File: src/design/csq_pkg.sv
package csq_pkg;

  localparam logic [1:0] FUNC_TAKE    = 2'd0;
  localparam logic [1:0] FUNC_RELEASE = 2'd1;
  localparam logic [1:0] FUNC_QUERY   = 2'd2;

  localparam logic [1:0] STAT_DONE    = 2'd0;
  localparam logic [1:0] STAT_BLOCKED = 2'd1;
  localparam logic [1:0] STAT_FULL    = 2'd2;
  localparam logic [1:0] STAT_SAT     = 2'd3;

  localparam int unsigned ID_PORT_W = 8;
  localparam int unsigned VALUE_W   = 9;
  localparam int unsigned INIT_W    = 8;

  typedef enum logic [1:0] {
    ST_IDLE = 2'b01,
    ST_EXEC = 2'b10
  } csq_state_t;

  // commands from the controller to the datapath
  typedef struct packed {
    logic latch;
    logic exec;
    logic cfg_load;
  } csq_cmd_t;

endpackage

File: src/design/csq_ram.sv
module csq_ram #(
  parameter int unsigned WIDTH = 8,
  parameter int unsigned DEPTH = 16
) (
  input  logic                     clk,
  input  logic                     wr_en,
  input  logic [$clog2(DEPTH)-1:0] wr_addr,
  input  logic [WIDTH-1:0]         wr_data,
  input  logic [$clog2(DEPTH)-1:0] rd_addr,
  output logic [WIDTH-1:0]         rd_data
);

  logic [WIDTH-1:0] mem [DEPTH];
  logic [WIDTH-1:0] rd_data_r;

  always_ff @(posedge clk) begin
    if (wr_en) begin
      mem[wr_addr] <= wr_data;
    end
    rd_data_r <= mem[rd_addr];
  end

  assign rd_data = rd_data_r;

endmodule

File: src/design/csq_ctrl.sv
module csq_ctrl (
  input  logic              clk,
  input  logic              rst_n,
  input  logic              in_valid,
  output logic              in_stall,
  output logic              out_valid,
  input  logic              out_stall,
  input  logic              cfg_valid,
  output logic              cfg_ready,
  output csq_pkg::csq_cmd_t cmd
);

  csq_pkg::csq_state_t state_r, state_nxt;
  logic                out_valid_r, out_valid_nxt;
  logic                take_item;

  // an item is taken once the previous result has gone or is leaving now
  assign in_stall  = !((state_r == csq_pkg::ST_IDLE) && (!out_valid_r || !out_stall));
  assign take_item = in_valid && !in_stall;
  assign cfg_ready = (state_r == csq_pkg::ST_IDLE);

  always_comb begin
    state_nxt     = state_r;
    out_valid_nxt = out_valid_r;
    cmd.latch     = 1'b0;
    cmd.exec      = 1'b0;
    cmd.cfg_load  = cfg_valid && cfg_ready;
    if (out_valid_r && !out_stall) begin
      out_valid_nxt = 1'b0;
    end
    unique case (state_r)
      csq_pkg::ST_IDLE: begin
        if (take_item) begin
          cmd.latch = 1'b1;
          state_nxt = csq_pkg::ST_EXEC;
        end
      end
      csq_pkg::ST_EXEC: begin
        cmd.exec      = 1'b1;
        out_valid_nxt = 1'b1;
        state_nxt     = csq_pkg::ST_IDLE;
      end
      default: begin
        state_nxt = csq_pkg::ST_IDLE;
      end
    endcase
  end

  always_ff @(posedge clk) begin
    if (!rst_n) begin
      state_r     <= csq_pkg::ST_IDLE;
      out_valid_r <= 1'b0;
    end else begin
      state_r     <= state_nxt;
      out_valid_r <= out_valid_nxt;
    end
  end

  assign out_valid = out_valid_r;

endmodule

File: src/design/csq_dp.sv
module csq_dp #(
  parameter int unsigned QUEUE_DEPTH = 16,
  parameter int unsigned ID_WIDTH    = 8,
  parameter int unsigned COUNT_WIDTH = 8
) (
  input  logic                                  clk,
  input  logic                                  rst_n,
  input  csq_pkg::csq_cmd_t                     cmd,
  input  logic [1:0]                            in_func,
  input  logic [csq_pkg::ID_PORT_W-1:0]         in_thread_id,
  input  logic [csq_pkg::INIT_W-1:0]            cfg_initial_count,
  output logic [1:0]                            out_status,
  output logic                                  out_woken_valid,
  output logic [csq_pkg::ID_PORT_W-1:0]         out_woken_id,
  output logic signed [csq_pkg::VALUE_W-1:0]    out_value
);

  localparam int unsigned PTR_W = $clog2(QUEUE_DEPTH);
  localparam int unsigned TOT_W = $clog2(QUEUE_DEPTH + 1);
  localparam logic [PTR_W-1:0] PTR_LAST = PTR_W'(QUEUE_DEPTH - 1);
  localparam logic [TOT_W-1:0] TOT_FULL = TOT_W'(QUEUE_DEPTH);

  logic [1:0]             func_r;
  logic [ID_WIDTH-1:0]    tid_r;
  logic [COUNT_WIDTH-1:0] free_r, free_nxt;
  logic [PTR_W-1:0]       head_r, head_nxt;
  logic [PTR_W-1:0]       tail_r, tail_nxt;
  logic [TOT_W-1:0]       total_r, total_nxt;

  logic [1:0]                          status_r, status_nxt;
  logic                                woken_valid_r, woken_valid_nxt;
  logic [csq_pkg::ID_PORT_W-1:0]       woken_id_r, woken_id_nxt;
  logic [csq_pkg::VALUE_W-1:0]         value_r, value_nxt;

  logic                wr_en;
  logic [ID_WIDTH-1:0] rd_data;

  // head entry is read at every edge; it is fresh by the time the item executes
  csq_ram #(
    .WIDTH (ID_WIDTH),
    .DEPTH (QUEUE_DEPTH)
  ) u_waiters (
    .clk     (clk),
    .wr_en   (wr_en),
    .wr_addr (tail_r),
    .wr_data (tid_r),
    .rd_addr (head_r),
    .rd_data (rd_data)
  );

  always_comb begin
    free_nxt        = free_r;
    head_nxt        = head_r;
    tail_nxt        = tail_r;
    total_nxt       = total_r;
    wr_en           = 1'b0;
    status_nxt      = csq_pkg::STAT_DONE;
    woken_valid_nxt = 1'b0;
    woken_id_nxt    = '0;
    priority if (cmd.cfg_load) begin
      free_nxt  = COUNT_WIDTH'(cfg_initial_count);
      head_nxt  = '0;
      tail_nxt  = '0;
      total_nxt = '0;
    end else if (cmd.exec) begin
      unique case (func_r)
        csq_pkg::FUNC_TAKE: begin
          priority if (free_r != '0) begin
            free_nxt = free_r - COUNT_WIDTH'(1);
          end else if (total_r == TOT_FULL) begin
            status_nxt = csq_pkg::STAT_FULL;
          end else begin
            wr_en      = 1'b1;
            tail_nxt   = (tail_r == PTR_LAST) ? '0 : tail_r + PTR_W'(1);
            total_nxt  = total_r + TOT_W'(1);
            status_nxt = csq_pkg::STAT_BLOCKED;
          end
        end
        csq_pkg::FUNC_RELEASE: begin
          priority if (total_r != '0) begin
            woken_valid_nxt = 1'b1;
            woken_id_nxt    = csq_pkg::ID_PORT_W'(rd_data);
            head_nxt        = (head_r == PTR_LAST) ? '0 : head_r + PTR_W'(1);
            total_nxt       = total_r - TOT_W'(1);
          end else if (free_r == '1) begin
            status_nxt = csq_pkg::STAT_SAT;
          end else begin
            free_nxt = free_r + COUNT_WIDTH'(1);
          end
        end
        default: begin
          // query and the unused code leave the state alone
        end
      endcase
    end
    if (free_nxt != '0) begin
      value_nxt = csq_pkg::VALUE_W'(free_nxt);
    end else begin
      value_nxt = csq_pkg::VALUE_W'(0) - csq_pkg::VALUE_W'(total_nxt);
    end
  end

  always_ff @(posedge clk) begin
    if (!rst_n) begin
      free_r  <= '0;
      head_r  <= '0;
      tail_r  <= '0;
      total_r <= '0;
    end else begin
      free_r  <= free_nxt;
      head_r  <= head_nxt;
      tail_r  <= tail_nxt;
      total_r <= total_nxt;
    end
  end

  always_ff @(posedge clk) begin
    if (cmd.latch) begin
      func_r <= in_func;
      tid_r  <= ID_WIDTH'(in_thread_id);
    end
    if (cmd.exec) begin
      status_r      <= status_nxt;
      woken_valid_r <= woken_valid_nxt;
      woken_id_r    <= woken_id_nxt;
      value_r       <= value_nxt;
    end
  end

  assign out_status      = status_r;
  assign out_woken_valid = woken_valid_r;
  assign out_woken_id    = woken_id_r;
  assign out_value       = value_r;

endmodule

File: src/design/counting_semaphore_wait_queue_unit.sv
// Counting semaphore with a queue of blocked waiters. Each item is a take, a
// release or a query with a thread id; each gives one result with a status,
// the id of any waiter woken by a release, and the value (the free count when
// above zero, else minus the number of waiters). An item is first
// registered, which starts the read of the oldest waiter from the queue RAM,
// and then executed, which updates the count and queue pointers and loads
// the output register. The next item is taken while the previous result
// leaves, but only once the previous item has executed. Writing
// cfg_initial_count loads the free count and empties the queue; it is taken
// whenever no item is being worked on.
module counting_semaphore_wait_queue_unit #(
  parameter int unsigned QUEUE_DEPTH = 16,
  parameter int unsigned ID_WIDTH    = 8,
  parameter int unsigned COUNT_WIDTH = 8
) (
  input  logic              clk,
  input  logic              rst_n,
  input  logic              in_valid,
  output logic              in_stall,
  input  logic [1:0]        in_func,
  input  logic [7:0]        in_thread_id,
  output logic              out_valid,
  input  logic              out_stall,
  output logic [1:0]        out_status,
  output logic              out_woken_valid,
  output logic [7:0]        out_woken_id,
  output logic signed [8:0] out_value,
  input  logic              cfg_valid,
  output logic              cfg_ready,
  input  logic [7:0]        cfg_initial_count
);

  csq_pkg::csq_cmd_t cmd;

  csq_ctrl u_ctrl (
    .clk       (clk),
    .rst_n     (rst_n),
    .in_valid  (in_valid),
    .in_stall  (in_stall),
    .out_valid (out_valid),
    .out_stall (out_stall),
    .cfg_valid (cfg_valid),
    .cfg_ready (cfg_ready),
    .cmd       (cmd)
  );

  csq_dp #(
    .QUEUE_DEPTH (QUEUE_DEPTH),
    .ID_WIDTH    (ID_WIDTH),
    .COUNT_WIDTH (COUNT_WIDTH)
  ) u_dp (
    .clk               (clk),
    .rst_n             (rst_n),
    .cmd               (cmd),
    .in_func           (in_func),
    .in_thread_id      (in_thread_id),
    .cfg_initial_count (cfg_initial_count),
    .out_status        (out_status),
    .out_woken_valid   (out_woken_valid),
    .out_woken_id      (out_woken_id),
    .out_value         (out_value)
  );

  // an accepted item is latched, then executed, and then has its result
  a_result_follows: assert property (@(posedge clk) disable iff (!rst_n)
    (in_valid && !in_stall) |-> ##2 out_valid)
    else $error("accepted item produced no result");

  // a waiting result is never overwritten by a new item
  a_no_overrun: assert property (@(posedge clk) disable iff (!rst_n)
    !(out_valid && out_stall && !in_stall))
    else $error("item accepted while result stalled");

  // waking a waiter always reports done
  a_wake_done: assert property (@(posedge clk) disable iff (!rst_n)
    (out_valid && out_woken_valid) |-> (out_status == csq_pkg::STAT_DONE))
    else $error("woken waiter with non-done status");

endmodule

File: config.mk
export PLATFORM = sky130hd
export DESIGN_NAME = counting_semaphore_wait_queue_unit
export DESIGN_NICKNAME = d
export VERILOG_FILES = /design/src/design/csq_pkg.sv /design/src/design/csq_ram.sv /design/src/design/csq_ctrl.sv /design/src/design/csq_dp.sv /design/src/design/counting_semaphore_wait_queue_unit.sv
export SDC_FILE = /design/constraint.sdc
export NUM_CORES = 1
export LEC_CHECK = 0
export BUFFER_PORTS_ARGS = -buffer_cell sky130_fd_sc_hd__buf_4
export CAP_MARGIN = 25
export CORE_UTILIZATION = 25
export DETAILED_ROUTE_END_ITERATION = 10
export HOLD_SLACK_MARGIN = 0.1
export SLEW_MARGIN = 15
export SYNTH_ARGS = -nofsm -noshare
export SYNTH_HDL_FRONTEND = slang
export SYNTH_HIERARCHICAL = 1
export SYNTH_SLANG_ARGS = --single-unit
File: constraint.sdc
create_clock -name clk -period 5.95 [get_ports clk]
set_clock_uncertainty 0.1 [all_clocks]
set_input_delay 0.2975 -clock clk [delete_from_list [all_inputs] [get_ports clk]]
set_output_delay 0.2975 -clock clk [all_outputs]
set_load 0.05 [all_outputs]
==> qor.csv, run 1 <==
metric,value,unit
status,"complete, no violations",
core-area,32500,µm²
stdcell_count,1063,
viasPerCell,4.57,
hpwl,11.7,mm
cts.sinks,190,
synth_area,8250,µm²
die_w,184,µm
cts_tree,built,
grt_pass1_wl,27.4,mm
fp-row-count,66,
leakage,3.12,nW
synth_cells,554,
yosys_warnings,6,
postRouteAntennaNets,0,
cp_max_fo,10,
cts_resized,0,
initial_core_util,0.253,
cts.path.max_buffers,2,
critPathArrivalTime,3.64,ns
fillers,3269,
holdCritPathClass,in -> reg,
die_y,184,µm
synth-edff-count,158,
critPathKind,reg -> reg,
maxSlewViolCount,0,
rsz0062_at_grt,false,
finalSetupViolCount,0,
vias,4862,
drtIter0Drc,355,
p_per_area,287,nW/µm²
grt-ovfl-total,0,
yosys.area.top_type,edfxtp_1,
slowest_delay,0.60,ns
ys_seq_area_frac,0.653,
finalHoldViolCount,0,
ir_worst_vdd,190,µV
portBuffers,45,
power,0.00279,W
fmax,0.278,GHz
period_share,0.604,
endpoint_kind,register,
cts-buffers-inserted,17,
synth_fp_nets,584,
synth_cell_types,71,
async_flop_share,0,
htree_num_levels,4,
slew_headroom,0.366,
area_growth,17.8,%
wire_per_inst,16.7,µm
setup_tns,0,ns
drt-total-wl,17.7,mm
pin_count,46,
grt_pass1_vias,4651,
fp.dieArea,33700,µm²
diodes,0,
crit_chain,inv_1 -> ha_1 -> nor4b_2 -> nand4_1 -> nor2_1 -> or3b_2 -> nor3_1 -> clkbuf_2,
finalWorstSetupSlack,2.36,ns
clk_pin_slew,0.08,ns
cpMaxStageDelayCell,nor4b_2,
worstMarginPinSlew,0.938,ns
syn_area_per_cell,14.9,µm²
synth_area_leaders,"edfxtp_1 (58%), dfxtp_1 (7.8%), mux4_2 (4.9%)",
root_buffer,clkbuf_16,
antenna_found_initial,0,
place_inst,1016,
num-nets-final,638,
gp_congestion,0.887,
period_minus_slack,3.59,ns
drive_above_1_share,0.192,
drc,0,
first_pass_iters,5,
yosys_register_bits,190,
critPathLaunchType,register,
place_ws,2.15,ns
yosysTopAreaCellShare,0.575,
grt_max_degree,38,
required,5.99,ns
grt_util_all_layers,0.109,
drv_cap,0,
dominantRegCellSynth,edfxtp_1,
worst_skew_pair.late_latency,0.44,ns
repair_timing:
action,4_1_cts,5_1_grt
setup buffers,0,0
hold endpoints to repair,17,0
hold buffers,14,0
worst paths after layout:
kind / slack (ns) / start / end / cells after the start
setup / recovery: 2.36 / u_dp/free_r[0] / u_dp/u_waiters/mem[0][3] / 8
hold / removal: 0.14 / out_stall / u_ctrl/out_valid / 3
setup reg to reg: 2.36 / u_dp/free_r[0] / u_dp/u_waiters/mem[0][3] / 8
hold reg to reg: 0.41 / u_dp/u_waiters/rd_data[2] / u_dp/out_woken_id[2] / 1
sequential cells by signal, summed over array words and instances (netlist names):
signal,flops
u_dp/tail_r,4
u_ctrl/state_r,2
u_dp/out_woken_id,8
u_dp/u_waiters/mem,128
u_dp/u_waiters/rd_data,8
u_dp/out_value,9
u_dp/out_status,2
u_dp/func_r,2
u_ctrl/out_valid,1
u_dp/out_woken_valid,1
u_dp/tid_r,8
u_dp/head_r,4
u_dp/free_r,8
u_dp/total_r,5
where the power goes:
part           leakage (nW)  switching (W)  internal (W)  total (W)
clock                 0.294       0.000553      0.000608    0.00116
combinational          1.13      0.0000828     0.0000547   0.000138
sequential             1.70      0.0000332       0.00145    0.00149
worst max-delay path: cells and delay by family (launching register included):
family,cells,cell delay [ns]
adder cells (fa/ha/maj),1,0.21
buffers and inverters,2,0.38
flip-flops,1,0.40
AND/OR/NAND/NOR,5,2.22
per-layer routing:
layer,GRT usage,vias to the layer above,routed length [µm]
met2,0.170,131,8330
met3,0.0232,17,764
met1,0.151,2429,8350
met5,0,-,0
li1,-,2285,-
met4,0.0370,0,266
synth_stat cells, drive strengths merged (2+ instances only):
library cell / instances
xor2: 6
clkdlybuf4s25: 3
nor3b: 4
o21ai: 15
or3: 7
o221ai: 3
a31oi: 5
nand3b: 2
a211oi: 4
and4: 3
xnor2: 3
ha: 7
mux4: 32
nor3: 13
nand4: 4
and2: 14
nor2: 43
nor4: 2
or4b: 3
nand2b: 8
o31ai: 8
a2111oi: 2
o22ai: 3
buf: 21
or2: 2
o31a: 2
inv: 11
a41oi: 2
nand2: 38
edfxtp: 158
nor4b: 3
a22oi: 17
nand4b: 2
a311oi: 2
clkbuf: 8
nor2b: 6
a21oi: 19
and3: 3
dfxtp: 32
mux2i: 4
nand3: 13
layout make-up:
cell class | count | area [µm²] | share of cell area
Clock inverter | 15 | 195 | 0.0201
Timing Repair Buffer | 67 | 536 | 0.0551
Inverter | 11 | 41.3 | 0.00425
Tap cell | 442 | 553 | 0.0569
Sequential cell | 190 | 5390 | 0.555
Multi-Input combinational cell | 321 | 2580 | 0.265
Clock buffer | 17 | 425 | 0.0438
kinds of logic after synthesis:
kind of cell | Yosys count | synth area share
flip-flops | 190 | 0.653
buffers and inverters | 43 | 0.0346
adder cells (fa/ha/maj) | 7 | 0.0106
multiplexers | 36 | 0.0986
XOR/XNOR | 9 | 0.00956
AO/OA/AOI/OAI | 93 | 0.0771
AND/OR/NAND/NOR | 176 | 0.117
layout by cell type, fill, tap and decap left out, types with 14 or more instances in the layout:
cell type / netlist / layout
a21oi_1: 19 / 19
a22oi_1: 17 / 17
buf_4: 4 / 52
clkbuf_16: 0 / 17
dfxtp_1: 32 / 31
dlygate4sd3_1: 0 / 14
edfxtp_1: 158 / 158
mux4_1: 14 / 14
mux4_2: 18 / 18
nand2_1: 37 / 37
nor2_1: 43 / 43
o21ai_0: 14 / 14
metrics by stage:
step           area [µm²]  hold slack (ns)  utilization
6_report             9710            0.136        0.299
5_1_grt              9710            0.139        0.299
4_1_cts              9710            0.115        0.298
3_5_place_dp         8950            0.377        0.275
3_3_place_gp         8950            0.376        0.275
2_1_floorplan        8250            0.271            -
(Power assumes the default switching activity.)
==> inputs of run 2 (changes only) <==
Clock period 5.95 ns to 3.2 ns, I/O delays scaled along.
==> run 2 against run 1 <==
  * Highest routed layer unchanged
  * Clock-buffer cell count unchanged
  * Combinational power increased by 110%
  * Core utilization increased by 0.82 points
  * Final area up 2.7%
  * Critical endpoint is now u_dp/out_value[4]
  * Cell count increased by 3.1%
  * Worst hold slack improved by 0.019 ns
  * Largest cell class unchanged
  * Maximum frequency is 20% higher
  * Routed wire length shrank 1.3%
  * First-iteration DRC count increased by 12%
  * Total power increased by 87%
  * Sequential share of layout area shrank 1.5 points
==> qor.csv, run 2 (synthesis results as in run 1) <==
metric,value,unit
status,"complete, no violations",
stdcell_count,1096,
cts-buffers-inserted,17,
top_usage_layer,met1,
use_met1,0.156,
pin_count,46,
worstMarginPinSlew,0.788,ns
drive_above_1_share,0.225,
min-delay-start,cfg_initial_count[1],
post_cts_buffers,0,
fmax,0.333,GHz
cp_max_fo,11,
antenna_found_initial,0,
endpoint_kind,register,
leakage,3.30,nW
hold_depth,4,
rrSetupSlack,0.19,ns
fp-row-count,66,
placed_cell_area,9190,µm²
r2r-start,u_dp/total_r[0],
htree_num_levels,4,
cts.sinks,190,
grt_max_degree,37,
maxSlewViolCount,0,
met3_usage,0.0230,
grt-ovfl-total,0,
drc,0,
cts_tree,built,
wire_per_inst,15.9,µm
critPathKind,reg -> reg,
critPathLaunchType,register,
grt_pass1_wl,27.3,mm
grt_util_all_layers,0.107,
period_minus_slack,3.01,ns
grt_pass1_vias,4675,
grt_use_met2,0.156,
postRouteAntennaNets,0,
worst_skew_pair.late_latency,0.43,ns
slew_headroom,0.474,
rr_worst_depth,9,
period_share,0.939,
finalSetupViolCount,0,
r2r-end,u_dp/out_value[4],
fp.dieArea,33700,µm²
slowest_delay,0.57,ns
num-nets-final,671,
hpwl,11.6,mm
drtIter0Drc,399,
diodes,0,
portBuffers,45,
design_area,9980,µm²
gp_congestion,0.858,
first_pass_iters,5,
required,3.27,ns
largest_reg_flops,128,
die_y,184,µm
fin_util,0.307,
power,0.00521,W
drv_cap,0,
viasPerCell,4.51,
vias,4948,
critPathArrivalTime,3.08,ns
layout.cells.most_common,edfxtp_1,
drt-total-wl,17.5,mm
place_inst,1046,
layout_common_cells,"edfxtp_1 (158), buf_4 (81), nor2_1 (43), nand2_1 (36), dfxtp_1 (31)",
root_buffer,clkbuf_16,
fillers,3257,
initial_core_util,0.253,
min_to,u_dp/free_r[1],
area_growth,21.0,%
ir_worst_vdd,317,µV
p_per_area,522,nW/µm²
rsz0062_at_grt,false,
finalHoldViolCount,0,
crit_chain,inv_1 -> ha_1 -> or4b_4 -> or3_1 -> a2111oi_0 -> a311o_1 -> and3b_2 -> nand4b_4 -> o31ai_1,
die_w,184,µm
clk_pin_slew,0.07,ns
holdCritPathClass,in -> reg,
cts.path.max_buffers,2,
cpMaxStageDelayCell,or4b_4,
setup_tns,0,ns
top_register,u_dp/u_waiters/mem,
core-area,32500,µm²
## run 2: worst max-delay path by stage
| stage | from | to | slack [ns] | cells after the start |
|---|---|---|---|---|
| finish | u_dp/total_r[0] | u_dp/out_value[4] | 0.19 | 9 |
| global route | u_dp/total_r[1] | u_dp/out_value[1] | 0.02 | 9 |
| CTS | u_dp/total_r[0] | u_dp/out_value[4] | 0.20 | 9 |
| detailed placement | u_dp/total_r[1] | u_dp/out_value[4] | 0.22 | 9 |
| global placement | u_dp/total_r[0] | u_dp/out_value[2] | 0.25 | 9 |
| floorplan | u_ctrl/state_r[1] | u_dp/u_waiters/mem[2][0] | 0.16 | 9 |
## run 2: repair_timing
item / CTS / global route
gates resized for setup: 0 / 1
hold buffers: 18 / 0
endpoints found under the setup margin: 0 / 2
hold endpoints to repair: 27 / 0
## run 2: area by class of cell
class	instances	area (µm²)	share of cell area
repair buffers	100	808	0.0810
multi-input cells	321	2580	0.259
clock buffers	17	425	0.0426
flip-flops and latches	190	5390	0.540
well taps	442	553	0.0554
clock inverters	15	180	0.0181
inverters	11	41.3	0.00414
## run 2: where the power goes
part | switching, W | internal [W] | total (W)
Sequential | 0.0000465 | 0.00270 | 0.00275
Clock | 0.000984 | 0.00118 | 0.00217
Combinational | 0.000173 | 0.000123 | 0.000296
Total | 0.00120 | 0.00401 | 0.00521
## run 2: layer usage
metal / up-vias / share of wire
met2: 143 / 0.44
met4: 0 / 0.012
met3: 15 / 0.053
li1: 2347 / -
met1: 2443 / 0.49
met5: - / 0
## run 2: critical path: cells and delay by family, from the launching register on
family / cells / cell delay (ns)
and+or+nand+nor: 4 / 1.35
AOI/OAI and AO/OA: 3 / 0.67
DFF: 1 / 0.35
adders and majority gates: 1 / 0.21
buffers and inverters: 1 / 0.08
## run 2: through the flow
stage,hold slack (ns),worst slack (ns)
floorplan,0.134,0.156
global placement,0.239,0.247
detailed placement,0.239,0.219
CTS,0.132,0.202
global route,0.168,0.0204
finish,0.155,0.194
==> inputs of run 3 (changes only) <==
Settings changed: CORE_ASPECT_RATIO from default to 1.25, SLEW_MARGIN 15 to default.
==> run 3 against run 2 <==
  * Worst setup slack gained 0.047 ns
  * First-iteration DRC count grew 9.5%
  * Core utilization is essentially flat
  * Clock-buffer cell count is the same
==> qor.csv, run 3 (synthesis results as in run 1) <==
metric,value,unit
fp.dieArea,33700,µm²
die_w,164,µm
fillers,3252,
endpoint_kind,register,
root_buffer,clkbuf_16,
min-delay-start,cfg_initial_count[3],
cp_max_fo,11,
vias,5054,
grt_pass1_vias,5074,
slowest_delay,0.58,ns
grt_max_degree,37,
rsz0062_at_grt,false,
rrSetupSlack,0.24,ns
wire_per_inst,17.8,µm
layout.cells.most_common,edfxtp_1,
antenna_found_initial,0,
maxSlewViolCount,0,
comb_power_share,0.059,
path_buf_inv,1,
met3_usage,0.0259,
critPathKind,reg -> reg,
holdCritPathClass,in -> reg,
drv_cap,0,
htree_num_levels,4,
worstMarginPinSlew,0.752,ns
top_register,u_dp/u_waiters/mem,
cpMaxStageDelayCell,or4b_4,
cp_top_family,compound AO/OA/AOI/OAI gates,
critPathArrivalTime,3.11,ns
use_met1,0.142,
crit_chain,inv_1 -> ha_1 -> or4b_4 -> a21oi_1 -> o221ai_1 -> a31oi_1 -> and3b_2 -> nand4b_4 -> o31ai_1,
cts_tree,built,
p_per_area,521,nW/µm²
cts-buffers-inserted,17,
cell_internal_pwr,0.00390,W
fmax,0.338,GHz
finalWorstSetupSlack,0.241,ns
pin_count,46,
initial_core_util,0.253,
area_growth,21.2,%
leakage,3.32,nW
drc,0,
largest_reg_flops,128,
grt_use_met2,0.208,
r2r-end,u_dp/out_value[2],
ir_worst_vdd,339,µV
min_to,u_dp/free_r[3],
num-nets-final,675,
viasPerCell,4.70,
place_ws,0.179,ns
fp-row-count,74,
p_clk_frac,0.413,
clk_pin_slew,0.08,ns
postRouteAntennaNets,0,
worst_skew_pair.late_latency,0.43,ns
drtIter0Drc,437,
seqCellArea,5390,µm²
slew_headroom,0.497,
critPathLaunchType,register,
grt_util_all_layers,0.118,
grt-ovfl-total,0,
gp_congestion,0.904,
first_pass_iters,5,
multi_input_area,2590,µm²
finalHoldViolCount,0,
p_switching,0.00130,W
drive_above_1_share,0.236,
layout_common_cells,"edfxtp_1 (158), buf_4 (85), nor2_1 (43), nand2_1 (37), dfxtp_1 (31)",
rr_worst_depth,9,
drt-total-wl,19.1,mm
cts.sinks,190,
status,"complete, no violations",
required,3.35,ns
post_cts_buffers,0,
setup_tns,0,ns
cts.path.max_buffers,2,
hold_depth,5,
portBuffers,45,
whs,0.149,ns
grt_pass1_wl,29.3,mm
die_y,205,µm
r2r-start,u_dp/total_r[0],
period_share,0.925,
diodes,0,
hpwl,12.9,mm
finalSetupViolCount,0,
seqPwrFrac,0.528,
netSwitchingFraction,0.250,
period_minus_slack,2.96,ns
top_usage_layer,met2,
core-area,32600,µm²
run 3: changes by cell type in the layout (fill, tap and decap cells not counted), sizes merged:
| cell | before | now |
|---|---|---|
| inv | 17 | 21 |
| clkinvlp | 1 | 2 |
| bufinv | 2 | 0 |
| buf | 82 | 86 |
| clkinv | 6 | 3 |
run 3: metal layers:
layer / part of all wire / wire, µm
met1: 0.43 / 8210
met5: 0 / 0
met3: 0.034 / 642
met2: 0.52 / 9930
met4: 0.018 / 347
run 3: timing repair:
item,CTS,global route
resized for setup,0,3
hold buffers,18,0
endpoints found under the hold margin,22,0
setup endpoints to repair,0,9
run 3: worst reg2reg max path: stages, from the launching register on:
cell and delay, ns:
dfxtp_1 0.34, inv_1 0.08, ha_1 0.21, or4b_4 0.58, a21oi_1 0.24, o221ai_1 0.16
a31oi_1 0.36, and3b_2 0.28, nand4b_4 0.16, o31ai_1 0.28
run 3: final cells by class:
| class | instances | share of cell area |
|---|---|---|
| flip-flops and latches | 190 | 0.539 |
| multi-input cells | 321 | 0.259 |
| repair buffers | 104 | 0.0839 |
| well taps | 418 | 0.0523 |
| clock buffers | 17 | 0.0426 |
| clock inverters | 15 | 0.0184 |
| inverters | 11 | 0.00413 |
run 3: stage by stage:
stage,cell area [µm²],total power [W],util,instances
6_report,9990,0.00520,0.307,1076
5_1_grt,9990,0.00539,0.307,1076
4_1_cts,9980,0.00526,0.306,1076
3_5_place_dp,9190,0.00309,0.282,1026
3_3_place_gp,9190,0.00309,0.282,1026
2_1_floorplan,8250,0.00297,-,554
run 3: power groups by stage:
stage | logic (W) | clock network (W) | registers, W
6_report | 0.000306 | 0.00215 | 0.00275
5_1_grt | 0.000332 | 0.00230 | 0.00276
4_1_cts | 0.000305 | 0.00221 | 0.00275
3_5_place_dp | 0.000285 | 0 | 0.00281
3_3_place_gp | 0.000285 | 0 | 0.00281
2_1_floorplan | 0.000179 | 0 | 0.00279
run 3: how the worst max path moves through the flow:
stage	from	to	slack [ns]	depth (start not counted)
3_5_place_dp	u_dp/total_r[0]	u_dp/out_value[7]	0.18	9
3_3_place_gp	u_dp/total_r[0]	u_dp/out_value[4]	0.26	9
2_1_floorplan	u_ctrl/state_r[1]	u_dp/u_waiters/mem[2][0]	0.16	9
5_1_grt	u_dp/free_r[0]	u_dp/out_value[6]	0.02	9
4_1_cts	u_dp/total_r[0]	u_dp/out_value[7]	0.18	9
6_report	u_dp/total_r[0]	u_dp/out_value[2]	0.24	9
